`src/rtl/rcsm_pkg.sv`:
```
// Shared constants and types for the RC channel to speed mapper.
// No dependencies.
`default_nettype none

package rcsm_pkg;

  localparam int FIELD_W    = 16;
  localparam int MAXSPD_W   = 15;
  localparam int AGE_W      = 8;
  localparam int CFG_IDX_W  = 3;
  localparam int CFG_DATA_W = 48;
  localparam int NUM_AXES   = 3;
  localparam int NUM_SW     = 2;

  // serial scaler sizing: product of a 16-bit distance and a 15-bit speed
  localparam int PROD_W    = FIELD_W + MAXSPD_W;
  localparam int MUL_STEPS = MAXSPD_W;
  localparam int DIV_STEPS = PROD_W;
  localparam int CNT_W     = 5;

  // axis lanes: forward, strafe, rotate; strafe and rotate are positive below centre
  localparam logic [NUM_AXES-1:0] LANE_BELOW_POS = 3'b110;

  localparam logic [CFG_IDX_W-1:0] CFG_FWD_LIM  = 3'd0;
  localparam logic [CFG_IDX_W-1:0] CFG_STR_LIM  = 3'd1;
  localparam logic [CFG_IDX_W-1:0] CFG_ROT_LIM  = 3'd2;
  localparam logic [CFG_IDX_W-1:0] CFG_SWA_LIM  = 3'd3;
  localparam logic [CFG_IDX_W-1:0] CFG_SWB_LIM  = 3'd4;
  localparam logic [CFG_IDX_W-1:0] CFG_DEADZONE = 3'd5;
  localparam logic [CFG_IDX_W-1:0] CFG_MAX_SPD  = 3'd6;
  localparam logic [CFG_IDX_W-1:0] CFG_SW_TOL   = 3'd7;

  typedef struct packed {
    logic [FIELD_W-1:0] delta;
    logic [FIELD_W-1:0] span;
  } scl_op_t;

  typedef struct packed {
    logic                busy;
    logic [MAXSPD_W-1:0] mag;
  } scl_res_t;

endpackage

`default_nettype wire

```
`src/rtl/rcsm_scaler.sv`:
```
// Bit-serial scaler: mag = min(delta * max_speed / span, 32767).
// Shift-add multiply then restoring divide; uses rcsm_pkg.
`default_nettype none

module rcsm_scaler (
  input  wire logic                         clk,
  input  wire logic                         rst_n,
  input  wire logic                         start,
  input  wire rcsm_pkg::scl_op_t            op,
  input  wire logic [rcsm_pkg::MAXSPD_W-1:0] max_speed,
  output      rcsm_pkg::scl_res_t           res
);
  import rcsm_pkg::*;

  localparam logic [1:0] PH_IDLE = 2'd0;
  localparam logic [1:0] PH_MUL  = 2'd1;
  localparam logic [1:0] PH_DIV  = 2'd2;

  logic [1:0]         phase_r;
  logic [CNT_W-1:0]   cnt_r;
  logic [PROD_W-1:0]  acc_r;     // multiplier/product, then dividend/quotient
  logic [FIELD_W-1:0] rem_r;
  logic [FIELD_W-1:0] dist_r;
  logic [FIELD_W-1:0] span_r;

  logic [FIELD_W:0]   mul_sum;
  logic [FIELD_W:0]   div_trial;
  logic               div_ge;
  logic [FIELD_W:0]   div_diff;

  assign mul_sum   = {1'b0, acc_r[PROD_W-1:MAXSPD_W]}
                   + (acc_r[0] ? {1'b0, dist_r} : '0);
  assign div_trial = {rem_r, acc_r[PROD_W-1]};
  assign div_ge    = div_trial >= {1'b0, span_r};
  assign div_diff  = div_trial - {1'b0, span_r};

  always_ff @(posedge clk) begin
    if (!rst_n) begin
      phase_r <= PH_IDLE;
      cnt_r   <= '0;
    end else begin
      unique case (phase_r)
        PH_IDLE: begin
          if (start) begin
            phase_r <= PH_MUL;
            cnt_r   <= '0;
          end
        end
        PH_MUL: begin
          if (cnt_r == CNT_W'(MUL_STEPS - 1)) begin
            phase_r <= PH_DIV;
            cnt_r   <= '0;
          end else begin
            cnt_r <= cnt_r + 1'b1;
          end
        end
        PH_DIV: begin
          if (cnt_r == CNT_W'(DIV_STEPS - 1)) begin
            phase_r <= PH_IDLE;
          end else begin
            cnt_r <= cnt_r + 1'b1;
          end
        end
        default: phase_r <= PH_IDLE;
      endcase
    end
  end

  // datapath, no reset
  always_ff @(posedge clk) begin
    unique case (phase_r)
      PH_IDLE: begin
        if (start) begin
          acc_r  <= {{FIELD_W{1'b0}}, max_speed};
          dist_r <= op.delta;
          span_r <= op.span;
        end
      end
      PH_MUL: begin
        acc_r <= {mul_sum, acc_r[MAXSPD_W-1:1]};
        rem_r <= '0;
      end
      PH_DIV: begin
        acc_r <= {acc_r[PROD_W-2:0], div_ge};
        rem_r <= div_ge ? div_diff[FIELD_W-1:0] : div_trial[FIELD_W-1:0];
      end
      default: ;
    endcase
  end

  assign res = '{busy: (phase_r != PH_IDLE),
                 mag:  (|acc_r[PROD_W-1:MAXSPD_W]) ? {MAXSPD_W{1'b1}}
                                                    : acc_r[MAXSPD_W-1:0]};

endmodule

`default_nettype wire

```
`src/rtl/rc_channel_to_speed_mapper.sv`:
```
// RC channel to speed mapper with receiver failsafe: top level.
// Uses rcsm_pkg and three rcsm_scaler lanes.
//
// One input beat per control tick carries the frame-done and link-up flags plus
// raw stick and switch channels; one result beat comes back for each. A
// saturating frame-age counter (reset to TIMEOUT_TICKS, offline) is cleared by
// frame_done and counts up otherwise; the receiver is online while link_up is
// high and the age is below TIMEOUT_TICKS. Both arm switches must lie in
// [up, down] and within switch_tolerance of down, otherwise (or when offline)
// the result is an emergency stop with all speeds zero. Each stick is clamped,
// a centre deadzone applied (edges wrap at 16 bits) and each side scaled to a
// signed speed, saturated at 32767 magnitude. From acceptance a beat passes
// the clamp and setup states, then a start to the lanes, where each axis lane
// runs a bit-serial multiply and restoring divide; the three lanes run side by
// side. The result register is then loaded once it is free, and the block
// returns to idle, where the next beat is taken. The result register is
// separate, so a finished result may wait on out_stall while the next beat is
// already accepted and being worked. Configuration writes are always ready
// and must only be made while the block is idle.
`default_nettype none

module rc_channel_to_speed_mapper #(
  parameter int TIMEOUT_TICKS = 20
) (
  input  wire logic                               clk,
  input  wire logic                               rst_n,
  // input channel
  input  wire logic                               in_valid,
  output      logic                               in_stall,
  input  wire logic                               in_frame_done,
  input  wire logic                               in_link_up,
  input  wire logic [rcsm_pkg::FIELD_W-1:0]       in_forward_raw,
  input  wire logic [rcsm_pkg::FIELD_W-1:0]       in_strafe_raw,
  input  wire logic [rcsm_pkg::FIELD_W-1:0]       in_rotate_raw,
  input  wire logic [rcsm_pkg::FIELD_W-1:0]       in_switch_a_raw,
  input  wire logic [rcsm_pkg::FIELD_W-1:0]       in_switch_b_raw,
  // result channel
  output      logic                               out_valid,
  input  wire logic                               out_stall,
  output      logic                               out_rx_online,
  output      logic                               out_drive_en,
  output      logic                               out_estop_active,
  output      logic signed [rcsm_pkg::FIELD_W-1:0] out_fwd_spd,
  output      logic signed [rcsm_pkg::FIELD_W-1:0] out_str_spd,
  output      logic signed [rcsm_pkg::FIELD_W-1:0] out_rot_spd,
  // configuration
  input  wire logic                               cfg_valid,
  output      logic                               cfg_ready,
  input  wire logic [rcsm_pkg::CFG_IDX_W-1:0]     cfg_index,
  input  wire logic [rcsm_pkg::CFG_DATA_W-1:0]    cfg_data
);
  import rcsm_pkg::*;

  localparam logic [1:0] S_IDLE  = 2'd0;
  localparam logic [1:0] S_CLAMP = 2'd1;
  localparam logic [1:0] S_SETUP = 2'd2;
  localparam logic [1:0] S_RUN   = 2'd3;

  localparam logic [AGE_W-1:0] AGE_LIMIT = AGE_W'(TIMEOUT_TICKS);

  // configuration registers
  logic [CFG_DATA_W-1:0] stick_lim_r [NUM_AXES];
  logic [2*FIELD_W-1:0]  sw_lim_r    [NUM_SW];
  logic [FIELD_W-1:0]    deadzone_r;
  logic [MAXSPD_W-1:0]   max_speed_r;
  logic [FIELD_W-1:0]    sw_tol_r;

  // control
  logic [1:0]       state_r, state_nxt;
  logic [AGE_W-1:0] age_r, age_nxt;
  logic             in_acc;
  logic             out_free;
  logic             out_load;
  logic             start_r;
  logic             lanes_busy;

  // per-beat working registers
  logic               online_r;
  logic               sw_ok_r;
  logic [FIELD_W-1:0] stick_raw_r [NUM_AXES];
  logic [FIELD_W-1:0] sw_raw_r    [NUM_SW];
  logic [FIELD_W-1:0] v_r         [NUM_AXES];
  logic [FIELD_W-1:0] le_r        [NUM_AXES];
  logic [FIELD_W-1:0] ue_r        [NUM_AXES];
  scl_op_t            op_r        [NUM_AXES];
  logic [NUM_AXES-1:0] neg_r;
  logic [NUM_AXES-1:0] zero_r;

  // clamp stage logic
  logic [FIELD_W-1:0] lo_c [NUM_AXES];
  logic [FIELD_W-1:0] ce_c [NUM_AXES];
  logic [FIELD_W-1:0] hi_c [NUM_AXES];
  logic [FIELD_W-1:0] v_c  [NUM_AXES];
  logic [NUM_SW-1:0]  sw_ok_c;
  logic [FIELD_W-1:0] sw_up_c   [NUM_SW];
  logic [FIELD_W-1:0] sw_down_c [NUM_SW];
  logic [FIELD_W-1:0] sw_dist_c [NUM_SW];

  // setup stage logic
  scl_op_t             op_c  [NUM_AXES];
  logic [NUM_AXES-1:0] neg_c;
  logic [NUM_AXES-1:0] zero_c;
  logic [NUM_AXES-1:0] below_c;
  logic [NUM_AXES-1:0] above_c;

  // lanes and result
  scl_res_t            res      [NUM_AXES];
  logic [NUM_AXES-1:0] busy_vec;
  logic                estop;
  logic [FIELD_W-1:0]  speed_c  [NUM_AXES];

  assign cfg_ready = 1'b1;
  assign in_stall  = (state_r != S_IDLE);
  assign in_acc    = in_valid && !in_stall;
  assign out_free  = !out_valid || !out_stall;

  // ---------------- configuration writes ----------------
  always_ff @(posedge clk) begin
    if (!rst_n) begin
      for (int i = 0; i < NUM_AXES; i++) stick_lim_r[i] <= '0;
      for (int i = 0; i < NUM_SW; i++) sw_lim_r[i] <= '0;
      deadzone_r  <= '0;
      max_speed_r <= '0;
      sw_tol_r    <= '0;
    end else if (cfg_valid && cfg_ready) begin
      unique case (cfg_index)
        CFG_FWD_LIM:  stick_lim_r[0] <= cfg_data;
        CFG_STR_LIM:  stick_lim_r[1] <= cfg_data;
        CFG_ROT_LIM:  stick_lim_r[2] <= cfg_data;
        CFG_SWA_LIM:  sw_lim_r[0]    <= cfg_data[2*FIELD_W-1:0];
        CFG_SWB_LIM:  sw_lim_r[1]    <= cfg_data[2*FIELD_W-1:0];
        CFG_DEADZONE: deadzone_r     <= cfg_data[FIELD_W-1:0];
        CFG_MAX_SPD:  max_speed_r    <= cfg_data[MAXSPD_W-1:0];
        CFG_SW_TOL:   sw_tol_r       <= cfg_data[FIELD_W-1:0];
        default: ;
      endcase
    end
  end

  // ---------------- frame age / failsafe ----------------
  always_comb begin
    if (in_frame_done)
      age_nxt = '0;
    else if (age_r < AGE_LIMIT)
      age_nxt = age_r + 1'b1;
    else
      age_nxt = age_r;
  end

  // ---------------- clamp stage: clamp, deadzone edges, switch checks ----------------
  always_comb begin
    for (int i = 0; i < NUM_AXES; i++) begin
      lo_c[i] = stick_lim_r[i][FIELD_W-1:0];
      ce_c[i] = stick_lim_r[i][2*FIELD_W-1:FIELD_W];
      hi_c[i] = stick_lim_r[i][3*FIELD_W-1:2*FIELD_W];
      // minimum is tested first so inverted limits behave as the spec says
      if (stick_raw_r[i] < lo_c[i])
        v_c[i] = lo_c[i];
      else if (stick_raw_r[i] > hi_c[i])
        v_c[i] = hi_c[i];
      else
        v_c[i] = stick_raw_r[i];
    end
    for (int j = 0; j < NUM_SW; j++) begin
      sw_up_c[j]   = sw_lim_r[j][FIELD_W-1:0];
      sw_down_c[j] = sw_lim_r[j][2*FIELD_W-1:FIELD_W];
      sw_dist_c[j] = sw_down_c[j] - sw_raw_r[j];
      sw_ok_c[j]   = (sw_raw_r[j] >= sw_up_c[j]) && (sw_raw_r[j] <= sw_down_c[j])
                  && (sw_dist_c[j] <= sw_tol_r);
    end
  end

  // ---------------- setup stage: pick side, distance and span ----------------
  always_comb begin
    for (int i = 0; i < NUM_AXES; i++) begin
      below_c[i] = v_r[i] < le_r[i];
      above_c[i] = v_r[i] > ue_r[i];
      if (below_c[i]) begin
        op_c[i].delta = le_r[i] - v_r[i];
        op_c[i].span  = le_r[i] - lo_c[i];
        zero_c[i]     = (le_r[i] <= lo_c[i]);
        neg_c[i]      = !LANE_BELOW_POS[i];
      end else if (above_c[i]) begin
        op_c[i].delta = v_r[i] - ue_r[i];
        op_c[i].span  = hi_c[i] - ue_r[i];
        zero_c[i]     = (hi_c[i] <= ue_r[i]);
        neg_c[i]      = LANE_BELOW_POS[i];
      end else begin
        // inside the deadzone
        op_c[i].delta = '0;
        op_c[i].span  = '0;
        zero_c[i]     = 1'b1;
        neg_c[i]      = 1'b0;
      end
    end
  end

  // ---------------- sequencer ----------------
  always_comb begin
    for (int i = 0; i < NUM_AXES; i++) busy_vec[i] = res[i].busy;
  end
  assign lanes_busy = |busy_vec;
  assign out_load   = (state_r == S_RUN) && !start_r && !lanes_busy && out_free;

  always_comb begin
    state_nxt = state_r;
    unique case (state_r)
      S_IDLE:  if (in_acc) state_nxt = S_CLAMP;
      S_CLAMP: state_nxt = S_SETUP;
      S_SETUP: state_nxt = S_RUN;
      S_RUN:   if (out_load) state_nxt = S_IDLE;
      default: state_nxt = S_IDLE;
    endcase
  end

  always_ff @(posedge clk) begin
    if (!rst_n) begin
      state_r <= S_IDLE;
      age_r   <= AGE_LIMIT;
      start_r <= 1'b0;
    end else begin
      state_r <= state_nxt;
      start_r <= (state_r == S_SETUP);
      if (in_acc) age_r <= age_nxt;
    end
  end

  // working registers, no reset
  always_ff @(posedge clk) begin
    if (in_acc) begin
      online_r       <= in_link_up && (age_nxt < AGE_LIMIT);
      stick_raw_r[0] <= in_forward_raw;
      stick_raw_r[1] <= in_strafe_raw;
      stick_raw_r[2] <= in_rotate_raw;
      sw_raw_r[0]    <= in_switch_a_raw;
      sw_raw_r[1]    <= in_switch_b_raw;
    end
    if (state_r == S_CLAMP) begin
      sw_ok_r <= &sw_ok_c;
      for (int i = 0; i < NUM_AXES; i++) begin
        v_r[i]  <= v_c[i];
        le_r[i] <= ce_c[i] - deadzone_r;
        ue_r[i] <= ce_c[i] + deadzone_r;
      end
    end
    if (state_r == S_SETUP) begin
      for (int i = 0; i < NUM_AXES; i++) op_r[i] <= op_c[i];
      neg_r  <= neg_c;
      zero_r <= zero_c;
    end
  end

  // ---------------- axis lanes ----------------
  for (genvar g = 0; g < NUM_AXES; g++) begin : g_lane
    rcsm_scaler u_scaler (
      .clk       (clk),
      .rst_n     (rst_n),
      .start     (start_r),
      .op        (op_r[g]),
      .max_speed (max_speed_r),
      .res       (res[g])
    );
  end

  // ---------------- result register ----------------
  assign estop = !(online_r && sw_ok_r);

  always_comb begin
    for (int i = 0; i < NUM_AXES; i++) begin
      if (estop || zero_r[i])
        speed_c[i] = '0;
      else if (neg_r[i])
        speed_c[i] = -{1'b0, res[i].mag};
      else
        speed_c[i] = {1'b0, res[i].mag};
    end
  end

  always_ff @(posedge clk) begin
    if (!rst_n) begin
      out_valid <= 1'b0;
    end else if (out_load) begin
      out_valid <= 1'b1;
    end else if (!out_stall) begin
      out_valid <= 1'b0;
    end
  end

  always_ff @(posedge clk) begin
    if (out_load) begin
      out_rx_online    <= online_r;
      out_drive_en     <= !estop;
      out_estop_active <= estop;
      out_fwd_spd      <= speed_c[0];
      out_str_spd      <= speed_c[1];
      out_rot_spd      <= speed_c[2];
    end
  end

endmodule

`default_nettype wire

```
`config.mk`:
```
export PLATFORM = sky130hd
export DESIGN_NAME = rc_channel_to_speed_mapper
export DESIGN_NICKNAME = d
export VERILOG_FILES = /design/src/rtl/rcsm_pkg.sv /design/src/rtl/rcsm_scaler.sv /design/src/rtl/rc_channel_to_speed_mapper.sv
export SDC_FILE = /design/constraint.sdc
export NUM_CORES = 2
export LEC_CHECK = 0
export BUFFER_PORTS_ARGS = -buffer_cell sky130_fd_sc_hd__buf_2
export CELL_PAD_IN_SITES_DETAIL_PLACEMENT = 1
export CELL_PAD_IN_SITES_GLOBAL_PLACEMENT = 1
export CORE_ASPECT_RATIO = 0.5
export CORE_MARGIN = 2
export CORE_UTILIZATION = 44
export DETAILED_ROUTE_END_ITERATION = 10
export PLACE_DENSITY_LB_ADDON = 0.1
export SLEW_MARGIN = 5
export SYNTH_ARGS = -nofsm -noshare
export SYNTH_HDL_FRONTEND = slang
export SYNTH_SLANG_ARGS = --single-unit
```
`constraint.sdc`:
```
create_clock -name clk -period 7.3 [get_ports clk]
set_input_delay 1.46 -clock clk [delete_from_list [all_inputs] [get_ports clk]]
set_output_delay 1.46 -clock clk [all_outputs]
set_load 0.01 [all_outputs]
```
==> qor.csv <==
stage;metric;value;unit
clocking;H-tree Lvls;3;
sta;Least-Margin Pin Slew;1.47;ns
global_route;initial antenna violation count;24;
clocking;CTS Buf Count;90;
synthesis;post-synthesis sequential area ratio;0.457;
synthesis;post-synthesis cell area;57400;µm²
route;met3 wire len;13.5;mm
place;HPWL after DPL;160;mm
route;TritonRoute pass-1 iters;5;
run;Max Cap Viol;1;
global_route;vias in the first global route;44955;
clocking;post-CTS sizing;0;
synthesis;asr flop ratio synth;0;
place;port buffer count;190;
route;DRT antenna net count;0;
finish;Area Growth Syn to Fin;10.6;%
power_and_ir_drop;worst vdd ir;0.267;mV
synthesis;top cells by count, synth;821 x edfxtp_1, 594 x ha_1, 503 x inv_1;
sta;Setup Skew;0.0352;ns
route;WL final;200;mm
sta;Hold Violations, Final;0;
power_and_ir_drop;leakage;0.0258;µW
route;DRC;0;
floorplan;Die X;515;µm
floorplan;Initial Util;0.445;
finish;Reg area;26300;µm²
route;Routed WL per cell;26.8;µm
route;routed vias/inst;5.99;
run_status;failing checks;capacitance limit, slew limit;
run_status;status;finished with violations;
setup_path;critical path required time;7.76;ns
clocking;Root Buffer;clkbuf_16;
route;First DRT Iteration DRCs;4015;
finish;layout cells sized above 1;0.0820;
setup_path;crit path DAT;4.78;ns
synthesis;Synth cell types;90;
power_and_ir_drop;Pwr Density;420;nW/µm²
clocking;Clock Sinks;901;
route;wire length on met1;95.4;mm
global_route;GRT Util Overall;0.295;
finish;Final Net Count;6439;
floorplan;total core area;129000;µm²
synthesis;Ys Warns;0;
setup_path;Crit Path Max Fanout;18;
synthesis;synthesized flop and latch total;901;
finish;# fillers;14049;
global_route;total grt overflow;0;
sta;final worst path period share;0.592;
floorplan;boundary pin count;192;
clocking;Post-CTS Setup Repair Bufs;0;
clocking;Clock Latency Late Sink;0.73;ns
synthesis;Mean Syn Cell Area;10.4;µm²
sta;final slew viol count;1;
sta;RSZ-0062 raised after global routing;false;
synthesis;Syn Nets;6271;
finish;Multi-input gate area;28800;µm²
synthesis;post-synth top area share;0.429;
synthesis;count leader, synth;edfxtp_1;
sta;Period minus WS final;4.32;ns
setup_path;startpoint types;flip-flop;
synthesis;Post-synth EDFFs;821;
synthesis;area leader, netlist;edfxtp_1;
floorplan;Rows;93;
synthesis;Syn Inst Count;5513;
sta;Relative slew margins;-0.00815;
sta;Max Clk Rate;231;MHz
synthesis;synth top area cells;edfxtp_1 43%, ha_1 13%, inv_1 3.3%, xnor2_1 3.2%, a21oi_1 3.2%;
setup_path;Setup CP Type;reg2reg;
floorplan;area of the die;134000;µm²
setup_path;crit end category;flip-flop;
clocking;Hold Buf Count CTS;0;
route;top sig layer;met5;
place;GPL Wtd Cong;0.987;
synthesis;Synth Flop Type;edfxtp_1;
route;vias;44728;
route;met2 WL post-DR;86.6;mm
global_route;first-pass GRT wire length;294;mm
sta;setup tns final;0;ns
global_route;largest net degree at the start of global routing;69;
clocking;CTS tree;done;
sta;count of endpoints failing setup in the final report;0;
sta;Hold WS;0.399;ns
clocking;worst-case clock buffer depth;3;
floorplan;Die Ht;259;µm
clocking;Clk pin slew, worst setup/hold paths;0.07;ns
hold_path;Min-Delay Path Class;reg2reg;
## critical path, cell delays in order, from the launching register on
cell and delay (ns):
edfxtp_1 0.48, nor4_1 0.38, nand4_1 0.65, nor2_1 0.36, ha_1 0.20, or3b_1 0.38
or3_1 0.36, or3_1 0.36, or4_4 0.46, nor3_2 0.15, o31ai_1 0.09, a21oi_1 0.14
nor2_1 0.05
## metrics by stage
stage	setup slack (ns)	std cells	cell area, µm²	power (µW)	util
floorplan	1.52	5513	57400	17100	-
global placement	2.54	7299	60400	21000	0.467
global route	2.65	7468	63500	28200	0.491
CTS	3.00	7468	63500	26500	0.491
detailed placement	3.00	7299	60400	21400	0.468
finish	2.98	7472	63500	26700	0.492
## cell type report
cell class / count / share of cell area
well taps: 1710 / 0.0337
diodes: 4 / 0.000158
multi-input cells: 3953 / 0.454
repair buffers: 231 / 0.0198
clock inverters: 67 / 0.0114
flip-flops and latches: 901 / 0.414
inverters: 504 / 0.0298
clock buffers: 102 / 0.0373
## layout by cell type (no fill, tap or decap), types with 17 or more instances in the layout
cell type	synthesis	layout
nor4_1	33	33
xnor2_1	213	213
buf_2	11	190
or3_1	65	65
nor3_1	103	103
or2_2	24	24
a22oi_1	62	62
a211oi_1	42	42
and3_1	45	45
xor2_1	114	114
o21a_1	75	75
fa_1	26	26
o31ai_1	37	35
ha_1	594	588
nor2b_1	110	110
inv_1	503	501
o22ai_1	49	49
edfxtp_1	821	821
nand3b_1	17	17
a21o_1	153	153
clkbuf_16	0	92
nand3_1	105	105
mux2i_1	123	123
buf_4	2	41
o211ai_1	27	27
and2_1	152	152
a31oi_1	58	57
dfxtp_1	80	80
nand4_1	81	81
a21oi_1	371	370
nor2_1	323	319
o21bai_1	45	45
o21ai_0	259	255
nand2b_1	62	62
nand2_1	321	321
## sequential cells by signal (all words and copies together) (netlist names), 32 cells and up
register	flops
g_lane.u_scaler.dist_r	48
ue_r	48
sw_raw_r	32
stick_raw_r	48
g_lane.u_scaler.rem_r	48
op_r	96
g_lane.u_scaler.acc_r	93
g_lane.u_scaler.span_r	48
v_r	48
sw_lim_r	64
le_r	45
stick_lim_r	144
## kinds of logic (layout without fill, tap and decap cells)
| family | count (synthesis) | after routing | share of synthesized area |
|---|---|---|---|
| AO/OA/AOI/OAI | 1378 | 1378 | 0.155 |
| XOR/XNOR | 327 | 327 | 0.0499 |
| adder cells (fa/ha/maj) | 620 | 620 | 0.138 |
| buffers and inverters | 659 | 904 | 0.0437 |
| flip-flops | 901 | 901 | 0.457 |
| multiplexers | 130 | 130 | 0.0228 |
| other | 1 | 5 | 0.0000653 |
| AND/OR/NAND/NOR | 1497 | 1497 | 0.133 |
## metal layers
metal	global-route usage	vias up
li1	-	20555
met5	0	-
met4	0.0687	2
met2	0.452	1384
met1	0.439	22555
met3	0.0409	232
## where the power goes
group	leakage, µW	total [µW]	switching [µW]	internal [µW]
Clock	0.00149	5030	2240	2790
Combinational	0.0159	12900	8160	4710
Sequential	0.00841	8780	1150	7630
## final timing paths
path | startpoint | end | slack (ns) | depth (start not counted)
worst min-delay path | op_r[2][18]$_DFFE_PP_ | g_lane[2].u_scaler.dist_r[2]$_DFFE_PP_ | 0.40 | 0
worst max register to register | g_lane[2].u_scaler.acc_r[30]$_DFFE_PP_ | out_rot_spd[12]$_SDFFCE_PP0P_ | 2.98 | 12
worst min register to register | op_r[2][18]$_DFFE_PP_ | g_lane[2].u_scaler.dist_r[2]$_DFFE_PP_ | 0.40 | 0
worst max-delay path | g_lane[2].u_scaler.acc_r[30]$_DFFE_PP_ | out_rot_spd[12]$_SDFFCE_PP0P_ | 2.98 | 12
(Power assumes the default switching activity.)
